--- src/hw/rtl/ecc_pkg.sv ---
// ============================================================================
// ecc_pkg: shared types, constants and small tables for the epoch/calendar converter
// Reciprocal constants for the constant dividers, the saturation helper and the
// date/time-of-day bundles that pass between the pipeline modules.
// ============================================================================
package ecc_pkg;

    localparam logic [37:0] EpochMax   = 38'd253402300799;
    localparam logic [16:0] SecsPerDay = 17'd86400;
    localparam logic [23:0] DaysTo1970 = 24'd719561;

    // floor(x / d) == (x * R) >> S, with R = ceil(2^S / d), exact over each value range
    localparam logic [14:0] R100    = 15'(((64'd1 << 21) + 64'd99) / 64'd100);
    localparam logic [31:0] R675    = 32'(((64'd1 << 41) + 64'd674) / 64'd675);
    localparam logic [24:0] R146097 = 25'(((64'd1 << 42) + 64'd146096) / 64'd146097);
    localparam logic [27:0] R7305   = 28'(((64'd1 << 40) + 64'd7304) / 64'd7305);
    localparam logic [29:0] K30601  = 30'(64'd1000 * (((64'd1 << 34) + 64'd30600) / 64'd30601));
    localparam logic [17:0] R3600   = 18'(((64'd1 << 29) + 64'd3599) / 64'd3600);
    localparam logic [12:0] R60     = 13'(((64'd1 << 18) + 64'd59) / 64'd60);

    typedef struct packed {
        logic [13:0] year;
        logic [3:0]  month;
        logic [4:0]  day;
    } t_date;

    typedef struct packed {
        logic [4:0]  hour;
        logic [5:0]  minute;
        logic [5:0]  second;
        logic [16:0] sod;
    } t_tod;

    // saturate a signed count to [0, EpochMax]
    function automatic logic [37:0] ecc_clamp(input logic signed [41:0] v);
        logic [37:0] res;
        if (v < 0) begin
            res = '0;
        end else if (v > $signed({4'd0, EpochMax})) begin
            res = EpochMax;
        end else begin
            res = v[37:0];
        end
        return res;
    endfunction

    // 30*m + 3*(m+1)/5 with Jan/Feb taken as months 13/14
    function automatic logic [8:0] ecc_month_term(input logic [3:0] mon);
        logic [8:0] res;
        unique case (mon)
            4'd1:    res = 9'd398;
            4'd2:    res = 9'd429;
            4'd3:    res = 9'd92;
            4'd4:    res = 9'd123;
            4'd5:    res = 9'd153;
            4'd6:    res = 9'd184;
            4'd7:    res = 9'd214;
            4'd8:    res = 9'd245;
            4'd9:    res = 9'd276;
            4'd10:   res = 9'd306;
            4'd11:   res = 9'd337;
            4'd12:   res = 9'd367;
            default: res = 9'd0;
        endcase
        return res;
    endfunction

    // floor(e * 601 / 1000)
    function automatic logic [3:0] ecc_e601(input logic [4:0] e);
        logic [3:0] res;
        unique case (e)
            5'd0, 5'd1:          res = 4'd0;
            5'd2, 5'd3:          res = 4'd1;
            5'd4:                res = 4'd2;
            5'd5, 5'd6:          res = 4'd3;
            5'd7, 5'd8:          res = 4'd4;
            5'd9:                res = 4'd5;
            5'd10, 5'd11:        res = 4'd6;
            5'd12, 5'd13:        res = 4'd7;
            5'd14:               res = 4'd8;
            5'd15, 5'd16:        res = 4'd9;
            5'd17:               res = 4'd10;
            default:             res = 4'd0;
        endcase
        return res;
    endfunction

endpackage

--- src/hw/rtl/ecc_split.sv ---
// ============================================================================
// ecc_split: epoch count to day number and time of day
// Applies the offset when flagged UTC, saturates, then peels off days, hours, minutes, seconds.
// ============================================================================
module ecc_split (
    input  logic                 i_clk,
    input  logic [7:0]           i_en,
    input  logic [37:0]          i_epoch,
    input  logic                 i_utc,
    input  logic signed [16:0]   i_offset,
    output logic [21:0]          o_days,
    output logic [37:0]          o_loc,
    output ecc_pkg::t_tod        o_tod
);

    logic signed [41:0] n_raw;
    logic [62:0] n_pd;
    logic [37:0] n_sod;
    logic [34:0] n_ph;
    logic [16:0] n_r;
    logic [24:0] n_pm;

    logic [37:0] r_t [0:7];
    logic [21:0] r_d;
    logic [16:0] r_sod [2:7];
    logic [4:0]  r_hr  [3:7];
    logic [11:0] r_r   [4:5];
    logic [5:0]  r_mi  [5:7];
    logic [5:0]  r_se  [6:7];

    always_comb begin
        n_raw = $signed({4'd0, i_epoch});
        if (i_utc) begin
            n_raw = n_raw + $signed({{25{i_offset[16]}}, i_offset});
        end
        n_pd  = 63'(r_t[0][37:7]) * 63'(ecc_pkg::R675);
        n_sod = r_t[1] - 38'(r_d) * 38'(ecc_pkg::SecsPerDay);
        n_ph  = 35'(r_sod[2]) * 35'(ecc_pkg::R3600);
        n_r   = r_sod[3] - 17'(r_hr[3]) * 17'd3600;
        n_pm  = 25'(r_r[4]) * 25'(ecc_pkg::R60);
    end

    always_ff @(posedge i_clk) begin
        if (i_en[0]) begin
            r_t[0] <= ecc_pkg::ecc_clamp(n_raw);
        end
        if (i_en[1]) begin
            r_d <= n_pd[62:41];
        end
        if (i_en[2]) begin
            r_sod[2] <= n_sod[16:0];
        end
        if (i_en[3]) begin
            r_hr[3] <= n_ph[33:29];
        end
        if (i_en[4]) begin
            r_r[4] <= n_r[11:0];
        end
        if (i_en[5]) begin
            r_mi[5] <= n_pm[23:18];
            r_r[5]  <= r_r[4];
        end
        if (i_en[6]) begin
            r_se[6] <= 6'(r_r[5] - 12'(r_mi[5]) * 12'd60);
        end
        for (int k = 1; k < 8; k++) begin
            if (i_en[k]) begin
                r_t[k] <= r_t[k-1];
            end
        end
        for (int k = 3; k < 8; k++) begin
            if (i_en[k]) begin
                r_sod[k] <= r_sod[k-1];
            end
        end
        for (int k = 4; k < 8; k++) begin
            if (i_en[k]) begin
                r_hr[k] <= r_hr[k-1];
            end
        end
        for (int k = 6; k < 8; k++) begin
            if (i_en[k]) begin
                r_mi[k] <= r_mi[k-1];
            end
        end
        if (i_en[7]) begin
            r_se[7] <= r_se[6];
        end
    end

    assign o_days = r_d;
    assign o_loc  = r_t[7];
    assign o_tod  = '{hour: r_hr[7], minute: r_mi[7], second: r_se[7], sod: r_sod[7]};

endmodule

--- config.mk ---
export PLATFORM = sky130hd
export DESIGN_NAME = ecc_split
export DESIGN_NICKNAME = d
export VERILOG_FILES = /design/src/hw/rtl/ecc_pkg.sv /design/src/hw/rtl/ecc_split.sv
export SDC_FILE = /design/constraint.sdc
export NUM_CORES = 2
export LEC_CHECK = 0
export BUFFER_PORTS_ARGS = -buffer_cell sky130_fd_sc_hd__buf_4
export CAP_MARGIN = 25
export CELL_PAD_IN_SITES_DETAIL_PLACEMENT = 1
export CELL_PAD_IN_SITES_GLOBAL_PLACEMENT = 2
export CORE_AREA = 2 2 327 265
export DETAILED_ROUTE_END_ITERATION = 10
export DIE_AREA = 0 0 329 267
export GPL_TIMING_DRIVEN = 0
export PLACE_DENSITY = 0.82
export SLEW_MARGIN = 20
export SYNTH_ARGS = -nofsm -noshare
export SYNTH_HDL_FRONTEND = slang
export SYNTH_SLANG_ARGS = --single-unit
export TNS_END_PERCENT = 100
--- constraint.sdc ---
create_clock -name i_clk -period 16.8 [get_ports i_clk]
set_clock_uncertainty 0.15 [all_clocks]
set_input_delay 3.36 -clock i_clk [delete_from_list [all_inputs] [get_ports i_clk]]
set_output_delay 3.36 -clock i_clk [all_outputs]
set_load 0.005 [all_outputs]
; Word-level counts from Yosys, hierarchy flattened
; Memory sizes are Yosys's and may differ from the RTL's.
; Cells that the tools add are included.
; Widths: inputs -> output; s select.
[classes]
n_lt_le_gt_ge = 2
n_bitwise = 0
multipliers = 6
n_reduce_logical = 0
div = 0
n_eq_ne = 0
muxes = 20
addsub = 4
n_shift = 0
[op_table]
columns = cell, count
row1 = $mux 38, 3
row2 = $mul 31x32->63 const B, 1
row3 = $gt 42x39->1 const B, 1
row4 = $lt 42x1->1 const B, 1
row5 = $mux 42, 1
row6 = $add 39x17->40, 1
row7 = $mul 17x18->34 const B, 1
row8 = $mul 12x12->23 const B, 1
row9 = $mul 22x10->10 const B, 1
row10 = $sub 17x17->17, 1
row11 = $mux 1, 16
row12 = $sub 12x12->12, 1
row13 = $mul 5x8->8 const B, 1
row14 = $mul 6x4->4 const B, 1
row15 = $sub 6x6->6, 1
[totals]
register_bits = 22
inputBits = 65
mem_count = 6
out_inout_bits = 94
ramBits = 485
romBits = 0
latch_bits = 0
[mem_list]
columns = name, depth, word_bits, read_ports, rd_ports_with_merged_regs, write_ports, line_no
row1 = r_t, 8, 38, 8, 0, 8, ecc_split.sv:23  ; logic [37:0] r_t [0:7];
row2 = r_sod, 6, 17, 6, 0, 6, ecc_split.sv:25  ; logic [16:0] r_sod [2:7];
row3 = r_hr, 5, 5, 5, 0, 5, ecc_split.sv:26  ; logic [4:0] r_hr [3:7];
row4 = r_r, 2, 12, 2, 0, 2, ecc_split.sv:27  ; logic [11:0] r_r [4:5];
row5 = r_mi, 3, 6, 3, 0, 3, ecc_split.sv:28  ; logic [5:0] r_mi [5:7];
row6 = r_se, 2, 6, 2, 0, 2, ecc_split.sv:29  ; logic [5:0] r_se [6:7];

; Longest topological paths before layout
[logic_depth]
ltp_word = 6
depth_mapped = 28

; Worst setup path after synthesis
; Ideal clock, no wire load.
[synth_timing]
path_type = flip-flop to flip-flop
start = memory r_t[0][24]
end = register r_d[14], in the netlist o_days[14] (data pin)
path_slack_ns = 9.810
arrival_time_ns = 6.582
n_path_buf = 0
path_stages_with_launch = 25
t_required_ns = 16.392
setup_ns = 0.258
cell_sequence = edfxtp_1 ha_1 ha_1 inv_1 fa_1 inv_1 fa_1 inv_1 fa_1 inv_1 fa_1 fa_1 fa_1 ha_1 and3_1 nand3_1 nor4b_1 o31ai_1 and4b_1 o311a_1 o21ai_0 a21oi_1 nor2b_1 nor2_1 xnor2_1
[synth_rtl]
columns = item, line_no
row1 = from (decl), ecc_split.sv:23
row2 = to (signal assigned), ecc_split.sv:48  ; r_d <= n_pd[62:41];
row3 = to (decl), ecc_split.sv:24  ; logic [21:0] r_d;

==> summary.md <==
| Metric | Value |
|---|---|
| Most common cell on crit path | `fa_1` |
| CORE AREA | `84700 µm²` |
| Synth Net Count | `4195` |
| Fraction of layout cells with a size suffix above 1 | `0.105` |
| Element type at the critical path end | `flop` |
| Final min period | `8.99 ns` |
| Worst-path cell chain | `inv_1, ha_1, inv_1, ha_1, inv_1, fa_1, fa_1, inv_1, fa_1, fa_1, fa_1, ha_1, ha_1, nand4_1, nor3_1, nor4b_1, o31ai_1, nand4b_1, a21oi_1, o2111ai_1, nand2_1, o211ai_1, a21oi_1, xnor2_1` |
| Number of global-route vias before repair | `26.2k` |
| Critical Path Fanout Max | `9` |
| Area grow syn2layout | `11.3%` |
| Number of I/O port buffers | `158` |
| Root buffer cell | `clkbuf_16` |
| Worst setup SP type | `flop` |
| Syn Std Cell Area | `roughly 38000 µm²` |
| Initial antenna violation count | `2` |
| Hold depth | `0` |
| Nets | `4403` |
| Die W | `329 µm` |
| Die H | `267 µm` |
| Row count | `between 90 and 100` |
| WP data required | `roughly 17 ns` |
| Total wire length | `~98 mm` |
| Hold buffer count at CTS | `0` |
| Sequential fraction of the synthesis area | `0.356` |
| Most frequent cells in the layout | `ha_1, inv_1, edfxtp_1` |
| Setup_tns | `0 ns` |
| DRC violations left | `0` |
| Crit path DAT | `9.18 ns` |
| Largest net degree at the start of global routing | `64` |
| Starting Density | `0.446` |
| Worst R2R Path Depth | `24` |
| Most used DFF post-synth | `edfxtp_1` |
| Reg clk slew, reported paths | `around 0.070 ns` |
| Worst R2R Setup Slack | `7.81 ns` |
| HPWL after DPL | `81.4 mm` |
| EDFF count, synth | `~450` |
| Synth warnings | `0` |
| Hold Path Class | `flop to flop` |
| Critical-path top delay cell | `edfxtp_1` |
| Asr flop ratio synth | `0` |
| # fillers | `around 9k` |
| Worst slew pin tran | `0.963 ns` |
| GRT Overall Usage | `0.230` |
| Gate Count Post-Synth | `3066` |
| I/O Pins | `159` |
| Final setup violation count | `0` |
| # Max-Cap Violations | `0` |
| CTS tree | `yes` |
| H-tree levels | `2` |
| Library cells used by synthesis | `86` |
| Worst path max stage delay | `roughly 0.95 ns` |
| Cell family with most CP delay | `adder cells` |
| Most common cell after layout, fill and taps aside | `ha_1` |
| # clock sinks | `between 400 and 500` |
| Worst-Skew Late Latency | `approximately 0.60 ns` |
| Buf+Inv Stages, Crit Path | `4` |
| Die area | `87800 µm²` |
| Grt ovf | `0` |
| Final worst path period share | `0.535` |
| Headroom to the max-slew limit | `0.342` |
| Drt pass-1 iters | `4` |
| Postcts setup bufs | `0` |
| Total CTS buffers | `47` |
| Routed via count | `~23k` |
| Via density | `5.22` |
| F_max | `between 0.1 and 0.15 GHz` |
| Gpl congestion | `0.902` |
| Outcome | `finished, final reports clean` |
| CP Class | `flop to flop` |
| DR iter-0 viols | `1114` |
| WHS Endpoint | `r_t[0][142]` |
| Resized cells post-CTS | `0` |
| Syn Area/Cell | `12.3 µm²` |
| Final Hold Vio Count | `0` |
| CP startpoint | `r_t[0][12]` |
| #FFs+latches synth | `447` |
| Longest Clk Path Bufs | `3` |
| RR Endpoint | `o_days[21]` |
| Global-route wire length before repair | `~150 mm` |
| # diodes | `0` |
| Hold path startpoint | `r_t[0][104]` |
| Reg2Reg Launch Point | `r_t[0][12]` |
| WL/cell | `22.1 µm` |
| Max Transition Viols Final | `0` |
| RSZ-0062 raised after global routing | `no` |
| DRT antenna net count | `0` |
-- worst reg2reg max path, cell delays in order (launching register included) --
cell,delay [ns]
edfxtp_1,0.95
inv_1,0.35
ha_1,0.37
inv_1,0.08
ha_1,0.22
inv_1,0.08
fa_1,0.46
fa_1,0.51
inv_1,0.05
fa_1,0.53
fa_1,0.52
fa_1,0.56
ha_1,0.32
ha_1,0.28
nand4_1,0.41
nor3_1,0.31
nor4b_1,0.51
o31ai_1,0.30
nand4b_1,0.39
a21oi_1,0.24
o2111ai_1,0.36
nand2_1,0.15
o211ai_1,0.33
a21oi_1,0.14
xnor2_1,0.15
-- cells in the mapped netlist, types with 7 or more instances --
| master | n | share of area |
|---|---|---|
| edfxtp_1 | 447 | 0.36 |
| nor3_1 | 15 | 0.0020 |
| a21o_1 | 55 | 0.011 |
| and3_1 | 13 | 0.0022 |
| inv_1 | 646 | 0.064 |
| buf_2 | 11 | 0.0015 |
| nor2b_1 | 22 | 0.0036 |
| xor2_1 | 31 | 0.0072 |
| nand3_1 | 27 | 0.0036 |
| xnor2_1 | 64 | 0.015 |
| nand2_1 | 82 | 0.0082 |
| a311oi_1 | 7 | 0.0016 |
| o21ai_0 | 49 | 0.0065 |
| mux2i_1 | 11 | 0.0029 |
| o211ai_1 | 14 | 0.0028 |
| buf_4 | 73 | 0.015 |
| nand2b_1 | 11 | 0.0018 |
| fa_1 | 356 | 0.19 |
| clkbuf_1 | 11 | 0.0011 |
| o21a_1 | 13 | 0.0026 |
| o2111ai_1 | 8 | 0.0019 |
| o21bai_1 | 13 | 0.0026 |
| nand4_1 | 19 | 0.0031 |
| and2_1 | 16 | 0.0027 |
| ha_1 | 708 | 0.23 |
| nor2_1 | 76 | 0.0076 |
| a31oi_1 | 9 | 0.0015 |
| a21oi_1 | 118 | 0.016 |
| a211oi_1 | 17 | 0.0034 |
| a221oi_1 | 8 | 0.0019 |
-- through the flow --
| step | utilization | setup WS [ns] | area [µm²] | std cells | hold WS [ns] |
|---|---|---|---|---|---|
| 3_3_place_gp | 0.476 | 7.94 | 40300 | 4351 | 0.251 |
| 2_1_floorplan | - | 9.81 | 37800 | 3066 | 0.250 |
| 3_5_place_dp | 0.477 | 7.86 | 40400 | 4351 | 0.256 |
| 4_1_cts | 0.496 | 7.80 | 42000 | 4437 | 0.233 |
| 5_1_grt | 0.496 | 7.35 | 42000 | 4438 | 0.239 |
| 6_report | 0.496 | 7.81 | 42000 | 4438 | 0.241 |
-- sequential cells by signal, indices dropped and copies added, names as in the netlist --
register,count
r_mi,18
r_sod,60
r_t,300
o_days,22
r_se,12
r_r,10
r_hr,25
-- kinds of logic (layout without fill, tap and decap cells) --
logic type                 after synthesis  after routing  share of synthesized area
DFF                                    447            447                      0.356
muxes                                   15             15                    0.00411
buffers and inverters                  749            994                     0.0824
and+or+nand+nor                        324            324                     0.0447
AOI/OAI and AO/OA                      372            372                     0.0678
adders and majority gates             1064           1064                      0.423
xor gates and xnor gates                95             95                     0.0220
-- per-layer routing --
| layer | track usage | wire (µm) | vias up |
|---|---|---|---|
| li1 | - | - | 10795 |
| met1 | 0.317 | 45300 | 11789 |
| met2 | 0.377 | 45200 | 478 |
| met3 | 0.0381 | 5090 | 119 |
| met4 | 0.0560 | 2290 | 0 |
| met5 | 0 | 0 | - |
-- worst max path at each step --
stage | endpoint | slack [ns] | depth (start not counted)
CTS | o_days[21] | 7.80 | 24
finish | o_days[21] | 7.81 | 24
global placement | o_days[21] | 7.94 | 24
detailed placement | o_days[21] | 7.86 | 24
global route | o_days[21] | 7.35 | 24
floorplan | o_days[14] | 9.81 | 24
-- area by class of cell --
| type | count | area, µm² | share of cell area |
|---|---|---|---|
| plain buffers | 102 | 682 | 0.0162 |
| clock buffers | 57 | 1210 | 0.0289 |
| clock inverters | 29 | 428 | 0.0102 |
| inverters | 647 | 2430 | 0.0578 |
| multi-input cells | 1870 | 21200 | 0.505 |
| flip-flops and latches | 447 | 13400 | 0.319 |
| well taps | 1127 | 1410 | 0.0336 |
| repair buffers | 159 | 1200 | 0.0286 |
Power is left out: the tool's default activity adds up to more than one toggle a clock period on the data nets, which glitch-free logic cannot reach.
