$ cat src/hw/rtl/ecc_pkg.sv
// ============================================================================
// ecc_pkg: shared types, constants and small tables for the epoch/calendar converter
// Reciprocal constants for the constant dividers, the saturation helper and the
// date/time-of-day bundles that pass between the pipeline modules.
// ============================================================================
package ecc_pkg;

    localparam logic [37:0] EpochMax   = 38'd253402300799;
    localparam logic [16:0] SecsPerDay = 17'd86400;
    localparam logic [23:0] DaysTo1970 = 24'd719561;

    // floor(x / d) == (x * R) >> S, with R = ceil(2^S / d), exact over each value range
    localparam logic [14:0] R100    = 15'(((64'd1 << 21) + 64'd99) / 64'd100);
    localparam logic [31:0] R675    = 32'(((64'd1 << 41) + 64'd674) / 64'd675);
    localparam logic [24:0] R146097 = 25'(((64'd1 << 42) + 64'd146096) / 64'd146097);
    localparam logic [27:0] R7305   = 28'(((64'd1 << 40) + 64'd7304) / 64'd7305);
    localparam logic [29:0] K30601  = 30'(64'd1000 * (((64'd1 << 34) + 64'd30600) / 64'd30601));
    localparam logic [17:0] R3600   = 18'(((64'd1 << 29) + 64'd3599) / 64'd3600);
    localparam logic [12:0] R60     = 13'(((64'd1 << 18) + 64'd59) / 64'd60);

    typedef struct packed {
        logic [13:0] year;
        logic [3:0]  month;
        logic [4:0]  day;
    } t_date;

    typedef struct packed {
        logic [4:0]  hour;
        logic [5:0]  minute;
        logic [5:0]  second;
        logic [16:0] sod;
    } t_tod;

    // saturate a signed count to [0, EpochMax]
    function automatic logic [37:0] ecc_clamp(input logic signed [41:0] v);
        logic [37:0] res;
        if (v < 0) begin
            res = '0;
        end else if (v > $signed({4'd0, EpochMax})) begin
            res = EpochMax;
        end else begin
            res = v[37:0];
        end
        return res;
    endfunction

    // 30*m + 3*(m+1)/5 with Jan/Feb taken as months 13/14
    function automatic logic [8:0] ecc_month_term(input logic [3:0] mon);
        logic [8:0] res;
        unique case (mon)
            4'd1:    res = 9'd398;
            4'd2:    res = 9'd429;
            4'd3:    res = 9'd92;
            4'd4:    res = 9'd123;
            4'd5:    res = 9'd153;
            4'd6:    res = 9'd184;
            4'd7:    res = 9'd214;
            4'd8:    res = 9'd245;
            4'd9:    res = 9'd276;
            4'd10:   res = 9'd306;
            4'd11:   res = 9'd337;
            4'd12:   res = 9'd367;
            default: res = 9'd0;
        endcase
        return res;
    endfunction

    // floor(e * 601 / 1000)
    function automatic logic [3:0] ecc_e601(input logic [4:0] e);
        logic [3:0] res;
        unique case (e)
            5'd0, 5'd1:          res = 4'd0;
            5'd2, 5'd3:          res = 4'd1;
            5'd4:                res = 4'd2;
            5'd5, 5'd6:          res = 4'd3;
            5'd7, 5'd8:          res = 4'd4;
            5'd9:                res = 4'd5;
            5'd10, 5'd11:        res = 4'd6;
            5'd12, 5'd13:        res = 4'd7;
            5'd14:               res = 4'd8;
            5'd15, 5'd16:        res = 4'd9;
            5'd17:               res = 4'd10;
            default:             res = 4'd0;
        endcase
        return res;
    endfunction

endpackage

$ cat src/hw/rtl/ecc_civil.sv
// ============================================================================
// ecc_civil: day number to Gregorian year, month, day
// Six stages; the constant divisions by 146097, 7305 and 30601 use reciprocal multiply.
// ============================================================================
module ecc_civil (
    input  logic                 i_clk,
    input  logic [5:0]           i_en,
    input  logic [21:0]          i_days,
    output ecc_pkg::t_date       o_date
);

    logic [23:0] n_na;
    logic [48:0] n_pa;
    logic [22:0] n_b;
    logic [27:0] n_nc;
    logic [55:0] n_pc;
    logic [22:0] n_dd;
    logic [38:0] n_pe;
    logic [8:0]  n_f;

    logic [21:0] r_days;
    logic [6:0]  r_a;
    logic [22:0] r_b [1:2];
    logic [13:0] r_c [2:4];
    logic [8:0]  r_d [3:4];
    logic [4:0]  r_e;
    ecc_pkg::t_date r_date;

    always_comb begin
        n_na = {i_days, 2'b00} + 24'd102032;
        n_pa = 49'(n_na) * 49'(ecc_pkg::R146097);
        n_b  = 23'(r_days) + 23'd2442113 + 23'(r_a) - 23'(r_a >> 2);
        n_nc = 28'(r_b[1]) * 28'd20 - 28'd2442;
        n_pc = 56'(n_nc) * 56'(ecc_pkg::R7305);
        n_dd = r_b[2] - 23'(r_c[2]) * 23'd365 - 23'(r_c[2] >> 2);
        n_pe = 39'(r_d[3]) * 39'(ecc_pkg::K30601);
        n_f  = r_d[4] - 9'(r_e) * 9'd30 - 9'(ecc_pkg::ecc_e601(r_e));
    end

    always_ff @(posedge i_clk) begin
        if (i_en[0]) begin
            r_days <= i_days;
            r_a    <= n_pa[48:42] + 7'd15;
        end
        if (i_en[1]) begin
            r_b[1] <= n_b;
        end
        if (i_en[2]) begin
            r_c[2] <= n_pc[53:40];
            r_b[2] <= r_b[1];
        end
        if (i_en[3]) begin
            r_d[3] <= n_dd[8:0];
            r_c[3] <= r_c[2];
        end
        if (i_en[4]) begin
            r_e    <= n_pe[38:34];
            r_d[4] <= r_d[3];
            r_c[4] <= r_c[3];
        end
        if (i_en[5]) begin
            // months March..December map to e <= 13, January and February wrap to the next year
            if (r_e <= 5'd13) begin
                r_date <= '{year: r_c[4] - 14'd4716, month: 4'(r_e - 5'd1), day: n_f[4:0]};
            end else begin
                r_date <= '{year: r_c[4] - 14'd4715, month: 4'(r_e - 5'd13), day: n_f[4:0]};
            end
        end
    end

    assign o_date = r_date;

endmodule
$ cat config.mk
export PLATFORM = sky130hd
export DESIGN_NAME = ecc_civil
export DESIGN_NICKNAME = d
export VERILOG_FILES = /design/src/hw/rtl/ecc_pkg.sv /design/src/hw/rtl/ecc_civil.sv
export SDC_FILE = /design/constraint.sdc
export NUM_CORES = 2
export LEC_CHECK = 0
export ABC_AREA = 1
export ABC_CLOCK_PERIOD_IN_PS = 10200
export BUFFER_PORTS_ARGS = -buffer_cell sky130_fd_sc_hd__buf_2
export CORE_UTILIZATION = 40
export CTS_CLUSTER_DIAMETER = 150
export CTS_CLUSTER_SIZE = 10
export DETAILED_ROUTE_END_ITERATION = 10
export GPL_TIMING_DRIVEN = 0
export PLACE_DENSITY = 0.54
export SYNTH_ARGS = -nofsm -noshare
export SYNTH_HDL_FRONTEND = slang
export SYNTH_SLANG_ARGS = --single-unit
$ cat constraint.sdc
create_clock -name i_clk -period 10.2 [get_ports i_clk]
set_input_delay 0.51 -clock i_clk [delete_from_list [all_inputs] [get_ports i_clk]]
set_output_delay 0.51 -clock i_clk [all_outputs]
set_load 0.05 [all_outputs]
## Word level (Yosys, flattened, before mapping)

Memory sizes are Yosys's and may differ from the RTL's. A register that Yosys moved wholly into a read port is not among the register bits.
Cells that the tools add are included.

| storage, ports and cells | value |
|---|---|
| RAM bits | 106 |
| bits of input ports | 29 |
| latch bits | 0 |
| memories | 4 |
| logic and storage cells | 41 |
| output and inout port bits | 23 |
| ROM bits | 128 |
| register bits | 57 |

| operators by class | value |
|---|---|
| equal/unequal tests | 0 |
| add/subtract/negate cells | 14 |
| $lt $le $gt $ge | 1 |
| reductions and logical operators | 0 |
| multiply operators | 6 |
| divide/modulo/power cells | 0 |
| multiplexer cells | 10 |
| shift operators | 0 |
| bitwise gates (word level) | 0 |

Memory list:

| memory | depth | width | rd ports | clocked after Yosys merged registers in | write ports | RTL line | text |
|---|---|---|---|---|---|---|---|
| (name not given) | 32 | 4 | 1 | 1 | 0 | ecc_pkg.sv:71 | `unique case (e)` |
| r_b | 2 | 23 | 2 | 0 | 2 | ecc_civil.sv:23 | `logic [22:0] r_b [1:2];` |
| r_c | 3 | 14 | 3 | 0 | 3 | ecc_civil.sv:24 | `logic [13:0] r_c [2:4];` |
| r_d | 2 | 9 | 2 | 0 | 2 | ecc_civil.sv:25 | `logic [8:0] r_d [3:4];` |

Operators by type and width:

| operator | count |
|---|---|
| multiplier 28 x 28 -> 54 bit, second input constant | 1 |
| multiplier 24 x 24 -> 48 bit, second input constant | 1 |
| multiplier 9 x 24 -> 33 bit, second input constant | 1 |
| subtractor 14 x 13 -> 14 bit, second input constant | 2 |
| subtractor 28 x 12 -> 28 bit, second input constant | 1 |
| multiplier 23 x 3 -> 26 bit, second input constant | 1 |
| adder 24 x 17 -> 24 bit, second input constant | 1 |
| adder 22 x 22 -> 23 bit, second input constant | 1 |
| adder 23 x 7 -> 23 bit | 1 |
| two-way mux 23 bit | 1 |
| subtractor 23 x 5 -> 23 bit | 1 |
| subtractor 9 bit | 2 |
| multiplier 14 x 9 -> 9 bit, second input constant | 1 |
| two-way mux 1 bit | 8 |
| adder 7 x 4 -> 7 bit, second input constant | 1 |
| less-or-equal comparator 5 x 4 -> 1 bit, second input constant | 1 |
| multiplier 5 x 4 -> 4 bit, second input constant | 1 |
| two-way mux 5 bit | 1 |
| subtractor 5 x 4 -> 5 bit | 1 |
| subtractor 5 bit | 1 |
| subtractor 4 x 1 -> 4 bit, second input constant | 1 |
| subtractor 4 bit, second input constant | 1 |

## Logic depth before layout (Yosys ltp)

| depth | value |
|---|---|
| word-level depth | 4 |
| depth in mapped cells | 47 |
| gate-level depth less buffers | 47 |

## Least setup slack after synthesis

Ideal clock, no wire load.

| path | value |
|---|---|
| path type | register to register |
| start point | mem r_b[1][0] |
| end point | mem r_c[2][11] (data pin) |
| stages on the path, launching flop included | 37 |
| data arrival time | 8.120 ns |
| path buffers | 0 |
| clock period less this slack | 8.385 ns |
| slack | 1.815 ns |
| library setup time | 0.265 ns |
| data required time | 9.935 ns |
| cells stage by stage | edfxtp_1 > ha_1 > ha_1 > fa_1 > inv_1 > nand2_1 > nand2_1 > nand2_1 > inv_1 > nand3_1 > nand2_1 > o21ai_1 > nand2_1 > nor2_2 > xnor2_1 > inv_1 > fa_1 > fa_1 > inv_1 > fa_1 > inv_1 > fa_1 > inv_1 > fa_1 > inv_1 > fa_1 > fa_1 > inv_1 > ha_1 > a21oi_1 > a21boi_0 > o21ai_0 > nand3_1 > o21ai_0 > a211oi_1 > o21ai_0 > xor2_1 |

RTL lines:

| element | RTL line |
|---|---|
| from (decl) | ecc_civil.sv:23 |
| to (decl) | ecc_civil.sv:24 |

==> results.md <==
- The height of the chip is 309 µm.
- The hold violation count in the final report is 0.
- Summing all flip-flop and latch instances after layout gives around 4400 µm².
- The number of synthesized flops with an enable pin is 145.
- The number of antenna diodes in the final layout is 0.
- The flow ran to the end, and the final reports show no timing, DRC or antenna violations.
- The global route total overflow is 0.
- The floorplan step set the die width to just over 300 µm.
- The gate count after technology mapping is 4264.
- After Yosys synthesis, and, or, nand and nor cells account for between 10% and 20% of the synthesized area.
- Counting every sink on the clock net gives between 100 and 150.
- The routed design has 96800 µm of wire.
- The number of max-slew violations in the final report is 0.
- In this run the worst setup path begins at r_b[1][1].
- The first-pass iteration count of the detailed router is 7.
- The slack of the worst reg-to-reg path is 0.46 ns.
- The number of warning messages in the yosys log is 0.
- The maximum number of pins on one net before global-route repair is 30.
- The initial antenna violation count is 4.
- Clock latency on the worst-skew pair, taken at its later pin, is around 0.46 ns.
- The count of pins on the block boundary is between 50 and 60.
- The worst setup path is launched from a flip-flop.
- The number of cells in the design after placement is approximately 5600.
- The number of fill cells in the layout is about 9400.
- The global-route wire length before repair is 154000 µm.
- The maximum clock frequency is 103 MHz.
- The clock period minus worst slack is 9.74 ns.
- After detailed routing, the average wire length per cell comes to around 17 µm.
- Synthesis produced a netlist with a net count of around 5600.
- The via count of the first global-routing pass came to about 28000.
- The multi-input combinational cells in the finished layout cover a total of about 28000 µm².
- The longest clock path from root to sink contains 2 buffers.
- The global routing stage identified its most utilized layer as met2.
- The met3 usage in global routing is around 3.2%.
- The violation count after the first detailed-routing iteration is 1398.
- The combined area of all synthesized cells is around 38000 µm².
- The final standard cell count with taps included and fillers excluded is between 5000 and 6000.
- The number of failing setup endpoints in the final timing report is 0.
- The most critical setup path has its endpoint at r_c[2][13].
- In the synthesized netlist the async set-or-reset flop fraction comes to 0%.
- The startpoint-to-endpoint class of the critical path is reg -> reg.
- The post-place setup slack is 0.0845 ns.
- The most common library cell in the layout ignoring fill and taps is inv_1.
- The number of placement rows is 112.
- The highest net fanout along the worst path is 7.
- The half-perimeter wire length after placement is roughly 88000 µm.
- The master of the slowest instance on the critical path is xor2_1.
- The core area is 93300 µm².
- The initial utilization of the core area, before any placement, comes to between 40% and 50%.
- The most numerous cell type found on the critical path is fa_1.
- The floorplan die area is approximately 96000 µm².
- The area added between synthesis and finish is 6.68%.
- The worst endpoint required time is 10.38 ns.
- The portion of netlist area occupied by mux cells is 0%.
- The endpoint arrival time on the critical path is ~9.9 ns.
- Clock-pin slew was measured on the worst setup and hold paths at roughly 0.060 ns.
- The fraction of final layout cells sized beyond drive strength 1 is approximately 4.3%.
- Across all layers, the routed design uses 26700 vias.
- Setup repair after global routing left no endpoint under its margin.
- After detailed routing, the number of vias per cell comes to ~4.8.
- STA classifies the critical path endpoint as a flip-flop.
- The dominant combinational cell family by area after synthesis is adder cells.
- The tool flagged a number of max-cap violations equal to 0.
- The placer's final routability congestion estimate is 0.916.
- Measured against its own limit, the worst slew margin works out to ~15%.
- The worst-case setup margin in the final layout is approximately 0.46 ns.
- The clock buffer count from CTS is 17.
- The worst min-delay path startpoint is i_days[13].
- Dividing the synthesized area by the synthesized cell count gives 8.85 µm².
- The tightest min-delay check is of the in -> reg type.
- For the pin with the worst max-slew slack, the measured transition is around 1.3 ns.
- The post-synthesis adder-cell area fraction is a little over half.
- The prevailing post-synth register cell is edfxtp_1.
- The end of the worst register-to-register path is r_c[2][13].
- The final worst-path cycle share is ~95%.
- The root buffer cell is clkbuf_16.
- The sequential cell area fraction in the yosys report is 11.8%.
- On the worst path, the slowest cell contributes a delay of between 0.7 and 0.8 ns.
- The clock arrives with 0.0133 ns of skew.
- The count of distinct cell types in the synthesized netlist is slightly above 50.
- TritonCTS built the clock tree.
- After clock tree synthesis, the flow added hold-fix buffers numbering 0.
- The total global-route track usage is between 20% and 30%.
- After Yosys synthesis, XOR and XNOR cells account for 3.39% of the synthesized area.
- Input and output buffers added on the ports amount to slightly above 50.
- The post-layout net count is 5661.
- The synthesized netlist devotes under 10% of its cell area to compound gates.
- The flop and latch count out of synthesis is about 150.
- In this run the critical register-to-register path is launched from r_b[1][1].
- The post-detailed-route count of antenna-violating nets is 0.
- The met2 usage is between 30% and 40%.
- Measured in cells, the most critical reg-to-reg path has a length of 34.
- The number of H-tree levels is 4.
- After detailed routing, the number of remaining DRC violations is 0.
- In the layout the commonest cells are 1268 x inv_1, 696 x ha_1, 595 x fa_1, 555 x nand2_1, 218 x nor2_1.
- For met1 alone, demand over resource in global routing was between 20% and 30%.
[metal layers]
layer	part of all wire [%]	up-vias
li1	-	13200
met5	0.029	-
met2	47	488
met1	46	12900
met3	4.7	88
met4	1.9	4
[cells by family after synthesis]
group | after synthesis
AO/OA/AOI/OAI | 341
buffers and inverters | 1290
AND/OR/NAND/NOR | 1052
flip-flops | 149
adder cells (fa/ha/maj) | 1291
XOR/XNOR | 141
[worst max-delay path, delay by kind of cell (launching register included)]
family          cells  cell delay [ns]
simple gates        8             0.75
xor+xnor            1             0.71
flops               1             0.57
compound gates      7             1.34
buf+inv             7             0.84
fa+ha+maj          11             5.23
[per-stage QoR]
| stage | hold WS, ns | util (%) | setup TNS [ns] | area [µm²] |
|---|---|---|---|---|
| CTS | 0.238 | 43.0 | 0 | 40200 |
| global placement | 0.401 | 42.4 | -1.17 | 39500 |
| global route | 0.247 | 43.1 | 0 | 40200 |
| floorplan | 0.400 | - | 0 | 37700 |
| detailed placement | 0.405 | 42.4 | 0 | 39600 |
| finish | 0.266 | 43.1 | 0 | 40200 |
[timing repair]
item,4_1_cts,5_1_grt
gates resized for setup,0,6
buffers inserted,0,5
endpoints found under the hold margin,0,0
setup endpoints to repair,0,12
[registers in the layout (all words and copies together) (netlist names), named ones only]
register  count
o_date       23
r_c          42
r_a           7
r_b          32
r_days       22
r_e           5
r_d          14
[cell usage after synthesis (5+ instances only)]
| cell | number | area [µm²] |
|---|---|---|
| nor2_2 | 14 | 87.6 |
| o21a_1 | 7 | 52.6 |
| xnor2_1 | 51 | 447 |
| nand3_2 | 7 | 70.1 |
| o211ai_1 | 5 | 37.5 |
| nor2_1 | 219 | 822 |
| inv_2 | 17 | 63.8 |
| o21bai_1 | 10 | 75.1 |
| fa_1 | 595 | 11900 |
| nand2_2 | 20 | 125 |
| or2_2 | 7 | 43.8 |
| o21ai_0 | 90 | 450 |
| a21oi_1 | 158 | 791 |
| inv_1 | 1270 | 4770 |
| ha_1 | 696 | 8710 |
| a31oi_1 | 22 | 138 |
| nand2_1 | 555 | 2080 |
| nand3b_1 | 6 | 45.0 |
| nand3_1 | 122 | 611 |
| edfxtp_1 | 145 | 4350 |
| a21o_1 | 18 | 135 |
| nand2_4 | 8 | 90.1 |
| nor3_1 | 20 | 100 |
| a21boi_0 | 6 | 45.0 |
| nand4_1 | 41 | 257 |
| nor4_1 | 15 | 93.8 |
| xor2_1 | 87 | 762 |
[layout make-up]
cell class | count | area share, %
Sequential cell | 149 | 11.0
Tap cell | 1254 | 3.90
Timing Repair Buffer | 58 | 0.802
Multi-Input combinational cell | 2825 | 70.8
Inverter | 1289 | 12.1
Clock buffer | 19 | 1.08
Buffer | 1 | 0.00933
Clock inverter | 13 | 0.351
[worst min path at each step]
| stage | cells past startpoint | slack [ns] | to |
|---|---|---|---|
| floorplan | 0 | 0.40 | r_c[3][11] |
| global placement | 0 | 0.40 | r_c[4][9] |
| detailed placement | 0 | 0.40 | r_c[3][13] |
| CTS | 1 | 0.24 | r_days[13] |
| global route | 1 | 0.25 | r_days[13] |
| finish | 1 | 0.27 | r_days[13] |
Power is left out: the tool's default activity adds up to more than one toggle a clock period on the data nets, which glitch-free logic cannot reach.
