$ cat src/hw/rtl/ecc_pkg.sv
// ============================================================================
// ecc_pkg: shared types, constants and small tables for the epoch/calendar converter
// Reciprocal constants for the constant dividers, the saturation helper and the
// date/time-of-day bundles that pass between the pipeline modules.
// ============================================================================
package ecc_pkg;

    localparam logic [37:0] EpochMax   = 38'd253402300799;
    localparam logic [16:0] SecsPerDay = 17'd86400;
    localparam logic [23:0] DaysTo1970 = 24'd719561;

    // floor(x / d) == (x * R) >> S, with R = ceil(2^S / d), exact over each value range
    localparam logic [14:0] R100    = 15'(((64'd1 << 21) + 64'd99) / 64'd100);
    localparam logic [31:0] R675    = 32'(((64'd1 << 41) + 64'd674) / 64'd675);
    localparam logic [24:0] R146097 = 25'(((64'd1 << 42) + 64'd146096) / 64'd146097);
    localparam logic [27:0] R7305   = 28'(((64'd1 << 40) + 64'd7304) / 64'd7305);
    localparam logic [29:0] K30601  = 30'(64'd1000 * (((64'd1 << 34) + 64'd30600) / 64'd30601));
    localparam logic [17:0] R3600   = 18'(((64'd1 << 29) + 64'd3599) / 64'd3600);
    localparam logic [12:0] R60     = 13'(((64'd1 << 18) + 64'd59) / 64'd60);

    typedef struct packed {
        logic [13:0] year;
        logic [3:0]  month;
        logic [4:0]  day;
    } t_date;

    typedef struct packed {
        logic [4:0]  hour;
        logic [5:0]  minute;
        logic [5:0]  second;
        logic [16:0] sod;
    } t_tod;

    // saturate a signed count to [0, EpochMax]
    function automatic logic [37:0] ecc_clamp(input logic signed [41:0] v);
        logic [37:0] res;
        if (v < 0) begin
            res = '0;
        end else if (v > $signed({4'd0, EpochMax})) begin
            res = EpochMax;
        end else begin
            res = v[37:0];
        end
        return res;
    endfunction

    // 30*m + 3*(m+1)/5 with Jan/Feb taken as months 13/14
    function automatic logic [8:0] ecc_month_term(input logic [3:0] mon);
        logic [8:0] res;
        unique case (mon)
            4'd1:    res = 9'd398;
            4'd2:    res = 9'd429;
            4'd3:    res = 9'd92;
            4'd4:    res = 9'd123;
            4'd5:    res = 9'd153;
            4'd6:    res = 9'd184;
            4'd7:    res = 9'd214;
            4'd8:    res = 9'd245;
            4'd9:    res = 9'd276;
            4'd10:   res = 9'd306;
            4'd11:   res = 9'd337;
            4'd12:   res = 9'd367;
            default: res = 9'd0;
        endcase
        return res;
    endfunction

    // floor(e * 601 / 1000)
    function automatic logic [3:0] ecc_e601(input logic [4:0] e);
        logic [3:0] res;
        unique case (e)
            5'd0, 5'd1:          res = 4'd0;
            5'd2, 5'd3:          res = 4'd1;
            5'd4:                res = 4'd2;
            5'd5, 5'd6:          res = 4'd3;
            5'd7, 5'd8:          res = 4'd4;
            5'd9:                res = 4'd5;
            5'd10, 5'd11:        res = 4'd6;
            5'd12, 5'd13:        res = 4'd7;
            5'd14:               res = 4'd8;
            5'd15, 5'd16:        res = 4'd9;
            5'd17:               res = 4'd10;
            default:             res = 4'd0;
        endcase
        return res;
    endfunction

endpackage

$ cat src/hw/rtl/ecc_fwd.sv
// ============================================================================
// ecc_fwd: calendar fields to local epoch count
// Cleans the fields, forms the day number and the saturated second count.
// ============================================================================
module ecc_fwd (
    input  logic                 i_clk,
    input  logic [7:0]           i_en,
    input  logic [13:0]          i_year,
    input  logic [3:0]           i_month,
    input  logic [4:0]           i_day,
    input  logic [4:0]           i_hour,
    input  logic [5:0]           i_minute,
    input  logic [5:0]           i_second,
    output logic [37:0]          o_loc,
    output ecc_pkg::t_date       o_date,
    output ecc_pkg::t_tod        o_tod
);

    logic [3:0]  n_mon;
    logic [4:0]  n_day;
    logic [4:0]  n_hr;
    logic [5:0]  n_mi;
    logic [5:0]  n_se;
    logic        n_early;
    logic        n_yneg;
    logic [13:0] n_ypos;
    logic [28:0] n_p100;
    logic [23:0] n_base;
    logic [23:0] n_days;
    logic signed [41:0] n_lc;

    ecc_pkg::t_date r_date [0:7];
    ecc_pkg::t_tod  r_tod  [0:7];
    logic [13:0]    r_ypos;
    logic [7:0]     r_q100;
    logic           r_yneg;
    logic [23:0]    r_days;
    logic signed [41:0] r_lc;
    logic [37:0]    r_loc [3:7];

    always_comb begin
        n_mon   = (i_month == 4'd0 || i_month > 4'd12) ? 4'd1 : i_month;
        n_day   = (i_day == 5'd0) ? 5'd1 : i_day;
        n_hr    = (i_hour > 5'd23) ? 5'd0 : i_hour;
        n_mi    = (i_minute > 6'd59) ? 6'd0 : i_minute;
        n_se    = (i_second > 6'd59) ? 6'd0 : i_second;
        n_early = (n_mon <= 4'd2);
        n_yneg  = n_early && (i_year == 14'd0);
        n_ypos  = n_yneg ? 14'd0 : (i_year - 14'(n_early));
        n_p100  = 29'(n_ypos) * 29'(ecc_pkg::R100);
    end

    always_comb begin
        n_base = 24'(r_ypos) * 24'd365 + 24'(r_ypos >> 2) - 24'(r_q100) + 24'(r_q100 >> 2);
        if (r_yneg) begin
            n_base = 24'd0 - 24'd365;
        end
        n_days = n_base + 24'(ecc_pkg::ecc_month_term(r_date[0].month))
               + 24'(r_date[0].day) - ecc_pkg::DaysTo1970;
        n_lc   = $signed({{18{r_days[23]}}, r_days}) * $signed(42'd86400)
               + $signed({25'd0, r_tod[1].sod});
    end

    always_ff @(posedge i_clk) begin
        if (i_en[0]) begin
            r_date[0] <= '{year: i_year, month: n_mon, day: n_day};
            r_tod[0]  <= '{hour: n_hr, minute: n_mi, second: n_se,
                           sod: 17'(n_hr) * 17'd3600 + 17'(n_mi) * 17'd60 + 17'(n_se)};
            r_ypos    <= n_ypos;
            r_q100    <= n_p100[28:21];
            r_yneg    <= n_yneg;
        end
        if (i_en[1]) begin
            r_days <= n_days;
        end
        if (i_en[2]) begin
            r_lc <= n_lc;
        end
        if (i_en[3]) begin
            r_loc[3] <= ecc_pkg::ecc_clamp(r_lc);
        end
        for (int k = 1; k < 8; k++) begin
            if (i_en[k]) begin
                r_date[k] <= r_date[k-1];
                r_tod[k]  <= r_tod[k-1];
            end
        end
        for (int k = 4; k < 8; k++) begin
            if (i_en[k]) begin
                r_loc[k] <= r_loc[k-1];
            end
        end
    end

    assign o_loc  = r_loc[7];
    assign o_date = r_date[7];
    assign o_tod  = r_tod[7];

endmodule

$ cat config.mk
export PLATFORM = sky130hd
export DESIGN_NAME = ecc_fwd
export DESIGN_NICKNAME = d
export VERILOG_FILES = /design/src/hw/rtl/ecc_pkg.sv /design/src/hw/rtl/ecc_fwd.sv
export SDC_FILE = /design/constraint.sdc
export NUM_CORES = 1
export LEC_CHECK = 0
export BUFFER_PORTS_ARGS = -buffer_cell sky130_fd_sc_hd__buf_4
export CAP_MARGIN = 40
export CORE_ASPECT_RATIO = 1.4
export CORE_UTILIZATION = 61
export DETAILED_ROUTE_END_ITERATION = 8
export MAX_ROUTING_LAYER = met4
export PLACE_DENSITY = 0.79
export RECOVER_POWER = 100
export SLEW_MARGIN = 10
export SYNTH_ARGS = -nofsm -noshare
export SYNTH_HDL_FRONTEND = slang
export SYNTH_SLANG_ARGS = --single-unit
$ cat constraint.sdc
create_clock -name i_clk -period 10.3 [get_ports i_clk]
set_input_delay 1.545 -clock i_clk [delete_from_list [all_inputs] [get_ports i_clk]]
set_output_delay 1.545 -clock i_clk [all_outputs]
set_load 0.05 [all_outputs]
Word level (Yosys, flattened, before mapping)
Memories as Yosys holds them, arrays and structs flattened. Cells that the tools add are included.

Register bits after elaboration: 89. Bits in writable memories: 646. Memory bits (read-only): 144. Input port bits: 49. Output and inout port bits: 95. Logic and storage cells: 62. Memories kept: 4.

Memory list: r_tod (words 8, width 34, rd ports 8, clocked after Yosys merged registers in 0, wr ports 8, RTL line ecc_fwd.sv:33) `ecc_pkg::t_tod r_tod [0:7];`; r_loc (words 5, width 38, rd ports 5, clocked after Yosys merged registers in 0, wr ports 5, RTL line ecc_fwd.sv:39) `logic [37:0] r_loc [3:7];`; r_date (words 8, width 23, rd ports 8, clocked after Yosys merged registers in 0, wr ports 8, RTL line ecc_fwd.sv:32) `ecc_pkg::t_date r_date [0:7];`; (name not given) (words 16, width 9, rd ports 1, clocked after Yosys merged registers in 0, wr ports 0, RTL line ecc_pkg.sv:50) `unique case (mon)`.

$add $sub $neg: 10. $mul: 5. Order comparisons: 7. Multiplexer cells: 26. Reduce and logical (&&, ||, !) cells: 5.

Operator list (number): $mux 38 (3); $add 42x18->42 (1); $gt 42x39->1 const B (1); $lt 42x1->1 const B (1); $mul 24x11->35 const B (1); $mul 14x13->27 const B (1); $add 23x12->24 (1); $add 24x5->24 (1); $add 24x6->24 (1); $add 24x9->24 (1); $mux 24 (1); $sub 24x20->24 const B (1); $sub 24x8->24 (1); $mul 14x9->23 const B (1); $add 17x12->17 (1); $add 17x6->17 (1); $mux 1 (16); $logic_not 14->1 (1); $mux 14 (1); $sub 14x1->14 (1); $mul 5x8->13 const B (1); $gt 6x6->1 const B (2); $mux 6 (2); $mul 6x4->10 const B (1); other kinds (9) (10).

Longest topological paths before layout
Gate-level depths: netlist of the first run.

Depth in word-level cells: 8. Mapped depth: 30. Depth with buffers taken out: 30.

Worst setup path before layout of the first run
OpenSTA, ideal clock, no wires.

Path type: in2reg. From: input port i_year[4]. To: register r_q100[7], data pin. Setup time: 0.260 ns. Arrival: 7.930 ns. Required time: 10.040 ns. Path slack: 2.110 ns. Stages: 24. Buffers on the path: 0. Cell sequence: or4_1 nor4_1 nand2_1 or3_1 a21oi_1 fa_1 ha_1 inv_1 fa_1 inv_1 fa_1 inv_1 fa_1 inv_1 ha_1 and3_1 a221oi_1 o21ai_0 o21ai_0 a21boi_0 o41ai_1 o21bai_1 a21oi_1 xnor2_1.

Word-level cells in the longest chain between the ends: 4. Elaborated cells between the ends (all ways): 5. Those cells by class: add/sub (1); mul (1); mux (1); reduce/logical (2).

RTL lines: start: declaration (RTL line ecc_fwd.sv:8) `input logic [13:0] i_year,`; parallel branches: the longest is 2 deep, another holds $sub 14x1->14; $mux 14 (*) (RTL line ecc_fwd.sv:49) `n_ypos = n_yneg ? 14'd0 : (i_year - 14'(n_early));`; via n_ypos[10] (RTL line ecc_fwd.sv:26) `logic [13:0] n_ypos;`; $mul 14x13->27 (*) (RTL line ecc_fwd.sv:50) `n_p100 = 29'(n_ypos) * 29'(ecc_pkg::R100);`; via n_p100[28] (RTL line ecc_fwd.sv:27) `logic [28:0] n_p100;`; end signal: assignment (RTL line ecc_fwd.sv:70) `r_q100 <= n_p100[28:21];`; end: declaration (RTL line ecc_fwd.sv:35) `logic [7:0] r_q100;`.

Mark *: on every way through the listed nets, which the timed path passes. A chain may end at the register's enable or synchronous reset.

Worst setup path after layout of the first run
Same ends and word-level chain as after synthesis.

==> results.py, run 1 <==
metrics = {
    "placement": {
        "dp_hpwl_mm": 52.9,
        "gp_congestion": 0.887,
        "place_inst": 3685,
        "place_ws_ns": 1.30,
        "port_buffers": 143,
    },
    "cts": {
        "root_buffer": "clkbuf_16",
        "path_clk_slew_ns": 0.06,
        "cts_setup_buffers": 0,
        "cts_made_buffers": 66,
        "insertion_delay_ns": 0.62,
        "cts_hold_buf": 0,
        "cts_tree": "done",
        "clockBufferDepth": 3,
        "cts.sinks": 712,
        "htreeDepth": 3,
        "cts-resized-gates": 0,
    },
    "grt": {
        "grt_pass1_vias": 22600,
        "grt_max_degree": 74,
        "grt_antenna_before_repair": 1,
        "grt_pass1_wl_mm": 115,
        "overflow": 0,
        "grt.total_usage_pct": 23.5,
    },
    "job": {
        "maxCapViolations": 14,
    },
    "routing": {
        "wl_met3_mm": 2.12,
        "first_pass_iters": 6,
        "vias_per_cell": 5.43,
        "drt-met1-wl_mm": 26.0,
        "top_layer": "met4",
        "avgRoutedWirePerCell_um": 18.9,
        "drc": 0,
        "num_vias": 20700,
        "route.met2.wl_mm": 41.4,
        "drt_iter0_drc": 1085,
        "routed_wirelength_mm": 72.1,
        "ant_nets": 0,
    },
    "synth": {
        "synth_top_area_share_pct": 54.7,
        "ys_warn_count": 0,
        "yosysSeqAreaShare_pct": 54.7,
        "syn_inst": 2827,
        "avgSynthCellArea_um2": 13.8,
        "synth-edff-count": 712,
        "synth_area_leaders": "edfxtp_1 (55%), ha_1 (13%), fa_1 (12%), inv_1 (4.9%), xnor2_1 (2.1%)",
        "ys_ff_latch": 712,
        "synth_ff_type": "edfxtp_1",
        "syn_area_um2": 39100,
        "syn_nets": 3503,
        "synth.distinct_cells": 76,
        "async_reset_ff_share_pct": 0,
        "synth_area_leader_cell": "edfxtp_1",
    },
    "sta": {
        "slew_headroom_pct": -144,
        "min_period_ns": 8.62,
        "timing.fmax_mhz": 116,
        "setup_violations": 0,
        "finalHoldViolations": 0,
        "fin_tns_setup_ns": 0,
        "grt_setup_unrepaired": "no",
        "worst_pin_slew_ns": 3.66,
        "timing.final.crit_share_pct": 83.7,
        "slew_violations": 676,
        "finClkSkew_ns": 0.0468,
        "setup_ws_ns": 1.68,
    },
    "final_layout": {
        "ff_latch_area_um2": 21400,
        "final_util_pct": 66.4,
        "drive_gt1_share_pct": 5.21,
        "mostFrequentLayoutCells": "edfxtp_1 (712), inv_1 (515), ha_1 (401)",
        "antenna_cells": 0,
        "areaGrowthSynthToFinish_pct": 7.57,
        "nFillCells": 4416,
        "final_common_cell": "edfxtp_1",
        "nets": 3599,
        "multi_input_area_um2": 14800,
        "final_cell_count_no_fill": 3807,
    },
    "status": {
        "status": "finished, violations left",
        "violations": "capacitance limit, slew limit",
    },
    "critical_path": {
        "crit_arrival_ns": 8.98,
        "critical_path_class": "in2reg",
        "critPathTopFamily": "adder cells",
        "crit_buf_inv": 6,
        "r2r-start": "r_ypos[4]",
        "timing.rr.end": "r_days[23]",
        "crit_path_end_kind": "register",
        "reg2reg_setup_slack_ns": 3.02,
        "cpPeakStageDelay_ns": 0.61,
        "r2r_cells": 26,
        "path_max_fanout": 7,
        "slowest_stage": "or4_1",
        "startpoint_type": "input pin",
        "cp.required_ns": 10.67,
        "path_depth": 26,
    },
    "hold_path": {
        "min_path_type": "reg2reg",
        "min_from": "r_loc[0][141]",
        "hold_path_depth": 0,
        "min_to": "r_loc[0][179]",
    },
    "floorplan": {
        "io_pins": 144,
        "coreArea_um2": 63300,
        "num_rows": 109,
        "die_h_um": 302,
        "die_w_um": 216,
        "initial_core_util_pct": 61.8,
        "fp.dieArea_um2": 65100,
    },
}
-- logic make-up after synthesis --
logic type / synth area share (%)
flops: 54.7
buf+inv: 7.16
fa+ha+maj: 24.4
simple gates: 5.18
compound gates: 5.34
xor+xnor: 3.09
mux: 0.131
-- cells in the mapped netlist, types with 3 or more instances --
| master | instances |
|---|---|
| a211oi_1 | 7 |
| a21boi_0 | 9 |
| a21o_1 | 48 |
| a21oi_1 | 119 |
| a31oi_1 | 10 |
| and2_1 | 13 |
| and3_1 | 14 |
| and3b_1 | 14 |
| and4_1 | 6 |
| buf_2 | 10 |
| buf_4 | 97 |
| clkbuf_1 | 22 |
| edfxtp_1 | 712 |
| fa_1 | 226 |
| ha_1 | 401 |
| inv_1 | 515 |
| mux2i_1 | 4 |
| nand2_1 | 93 |
| nand2b_1 | 13 |
| nand3_1 | 27 |
| nand4_1 | 16 |
| nor2_1 | 82 |
| nor2b_1 | 21 |
| nor3_1 | 18 |
| nor4_1 | 12 |
| o2111ai_1 | 5 |
| o211ai_1 | 9 |
| o21a_1 | 10 |
| o21ai_0 | 56 |
| o21ai_1 | 5 |
| o21bai_1 | 14 |
| o22ai_1 | 3 |
| o31ai_1 | 6 |
| or2_2 | 19 |
| or3_1 | 11 |
| or4_1 | 5 |
| xnor2_1 | 92 |
| xnor2_2 | 3 |
| xor2_1 | 36 |
-- flip-flops by register name (all words and copies together) (netlist names) --
register,cells
r_days,24
r_date,184
r_tod,249
r_yneg,1
r_loc,190
r_ypos,14
r_q100,8
r_lc,42
-- metal layers --
metal	vias up	GRT usage [%]
met3	162	2.43
met5	-	-
met4	0	9.12
met1	10200	23.1
li1	9817	-
met2	481	46.4
-- metrics by stage --
stage	instance area, um^2	hold WS (ns)
floorplan	39100	0.400
global placement	40400	0.400
detailed placement	40500	0.405
CTS	42700	0.390
global route	42000	0.397
finish	42000	0.387
-- layout make-up --
class                   count  share of cell area, %
clock inverters            49                   1.29
flip-flops and latches    712                   50.8
inverters                 515                   4.60
well taps                 832                   2.48
multi-input cells        1470                   35.2
repair buffers            158                   1.59
clock buffers              71                   3.97
-- worst max path at each step --
stage / from / end / slack [ns]
after floorplan: i_year[4] / r_q100[7] / 2.11
after global placement: i_year[4] / r_q100[7] / 1.52
after detailed placement: i_year[4] / r_q100[7] / 1.30
after CTS: i_year[4] / r_q100[7] / 1.94
after global routing: i_year[4] / r_q100[7] / 1.11
final: i_year[4] / r_q100[7] / 1.68
Power of run 1 is not shown: default switching activity piles up to over one toggle a cycle in this logic, so the estimate is an artifact.
==> run 2: changes to the inputs <==
==> constraint.sdc (replaced) <==
create_clock -name i_clk -period 8.3 [get_ports i_clk]
set_input_delay 1.245 -clock i_clk [delete_from_list [all_inputs] [get_ports i_clk]]
set_output_delay 1.245 -clock i_clk [all_outputs]
set_load 0.05 [all_outputs]
==> run 2 against run 1 <==
The run still ends with capacitance limit, slew limit left. Sequential share of layout area is 0.15 points higher. Setup slack worse by 1.1 ns. Critical path depth rose by 2. Clock-buffer cell count is 4 higher. Design area is 0.30% lower. Register-to-register slack lost 2.0 ns. Flip-flop and latch count stayed put. Non-clock buffer count grew 18. Via count is 0.59% lower. First-iteration DRC count fell by 3.2%. Core utilization decreased by 0.20 points. Critical endpoint unchanged. Largest cell class unchanged.
==> results.py, run 2 (synthesis results as in run 1) <==
metrics = {
    "status": {
        "status": "finished, violations left",
        "violations": "capacitance limit, slew limit",
    },
    "placement": {
        "dp_hpwl_mm": 53.1,
        "gp_congestion": 0.885,
        "port_buffers": 143,
    },
    "grt": {
        "grt_antenna_before_repair": 0,
        "grt_pass1_vias": 22100,
        "grt.total_usage_pct": 23.3,
        "grt_pass1_wl_mm": 113,
        "grt_max_degree": 74,
        "overflow": 0,
    },
    "floorplan": {
        "die_w_um": 216,
        "die_h_um": 302,
        "num_rows": 109,
        "io_pins": 144,
        "initial_core_util_pct": 61.8,
        "coreArea_um2": 63300,
        "fp.dieArea_um2": 65100,
    },
    "cts": {
        "htreeDepth": 2,
        "cts.sinks": 712,
        "cts_hold_buf": 0,
        "path_clk_slew_ns": 0.07,
        "cts-resized-gates": 0,
        "root_buffer": "clkbuf_16",
        "cts_made_buffers": 61,
        "cts_setup_buffers": 0,
        "cts_tree": "done",
        "insertion_delay_ns": 0.63,
        "clockBufferDepth": 3,
    },
    "routing": {
        "drt_iter0_drc": 1050,
        "drc": 0,
        "avgRoutedWirePerCell_um": 18.8,
        "num_vias": 20500,
        "routed_wirelength_mm": 71.8,
        "ant_nets": 0,
        "vias_per_cell": 5.38,
        "first_pass_iters": 5,
    },
    "sta": {
        "timing.fmax_mhz": 129,
        "grt_setup_unrepaired": "no",
        "worst_pin_slew_ns": 3.76,
        "finalHoldViolations": 0,
        "setup_violations": 0,
        "min_period_ns": 7.74,
        "slew_violations": 692,
        "slew_headroom_pct": -151,
        "finClkSkew_ns": 0.0208,
        "timing.final.crit_share_pct": 93.3,
        "timing.hold.ws_ns": 0.410,
    },
    "critical_path": {
        "crit_path_start": "i_month[1]",
        "crit_path_end_kind": "register",
        "critical_path_class": "in2reg",
        "r2r-start": "r_ypos[2]",
        "reg2reg_setup_slack_ns": 1.03,
        "endpoint": "r_q100[7]",
        "cp.required_ns": 8.69,
        "r2r_cells": 25,
        "timing.rr.end": "r_days[23]",
        "crit_arrival_ns": 8.13,
        "startpoint_type": "input pin",
        "path_max_fanout": 5,
    },
    "final_layout": {
        "regMostFlops": "r_tod",
        "ff_latch_area_um2": 21400,
        "nets": 3612,
        "mostFrequentLayoutCells": "edfxtp_1 (712), inv_1 (515), ha_1 (401)",
        "antenna_cells": 0,
        "reg.largest.list": "r_tod: 249 flops, r_loc: 190 flops, r_date: 184 flops",
        "drive_gt1_share_pct": 5.19,
        "multi_input_area_um2": 14800,
        "nFillCells": 4465,
        "areaGrowthSynthToFinish_pct": 7.24,
        "final_common_cell": "edfxtp_1",
        "largest_reg_flops": 249,
    },
    "job": {
        "maxCapViolations": 14,
    },
    "hold_path": {
        "min_path_type": "reg2reg",
    },
}
## run 2: cell count changes in the layout (fill, tap and decap cells not counted), sizes merged
| cell | delta |
|---|---|
| clkinv | -5 |
| buf | +14 |
| inv | +2 |
| clkbuf | +8 |
| bufinv | -1 |
| clkinvlp | -5 |
## run 2: critical path: stages
cell      delay (ns)
buf_4           0.13
or2_2           0.30
a21boi_0        0.26
nor2_1          0.16
ha_1            0.24
ha_1            0.23
nand2_1         0.11
nor4_1          0.07
xnor2_1         0.13
or2_2           0.32
inv_1           0.09
clkbuf_1        0.33
fa_1            0.49
ha_1            0.32
fa_1            0.47
fa_1            0.54
inv_1           0.05
fa_1            0.52
inv_1           0.04
ha_1            0.37
nand3_1         0.14
o31ai_1         0.09
o21ai_0         0.40
a21boi_0        0.21
o41ai_1         0.44
o21bai_1        0.16
a21oi_1         0.20
xnor2_1         0.07
## run 2: final cells by class
type	instances	area share, %
Tap cell	832	2.48
Sequential cell	712	51.0
Clock buffer	75	3.77
Timing Repair Buffer	176	1.88
Inverter	515	4.61
Multi-Input combinational cell	1470	35.3
Clock inverter	40	0.922
## run 2: worst min-delay path by stage
| stage | start | depth (start not counted) | to |
|---|---|---|---|
| floorplan | r_date[0][9] | 0 | r_date[0][32] |
| global placement | r_tod[1][62] | 0 | r_tod[1][96] |
| detailed placement | r_date[0][25] | 0 | r_date[0][48] |
| CTS | r_date[0][74] | 0 | r_date[1][5] |
| global route | r_tod[0][13] | 0 | r_tod[0][47] |
| finish | r_tod[0][13] | 0 | r_tod[0][47] |
## run 2: per-stage QoR
step | area (um^2) | util, % | setup WS (ns) | instances | TNS (ns)
final | 41900 | 66.2 | 0.558 | 3820 | 0
after global routing | 41900 | 66.2 | 0.0574 | 3820 | 0
after CTS | 42600 | 67.2 | 0.570 | 3819 | 0
after detailed placement | 40600 | 64.1 | -0.120 | 3704 | -0.141
after global placement | 40600 | 64.1 | -0.0112 | 3703 | -0.0112
after floorplan | 39100 | - | 0.410 | 2827 | 0
## run 2: per-layer routing
| metal | share of wire (%) | wire length, um | global-route usage [%] |
|---|---|---|---|
| met4 | 3.4 | 2420 | 8.38 |
| met2 | 58 | 41800 | 47.0 |
| met3 | 2.7 | 1970 | 2.54 |
| met5 | 0 | 0 | - |
| met1 | 36 | 25700 | 22.4 |
Power of run 2 is left out for the same reason.
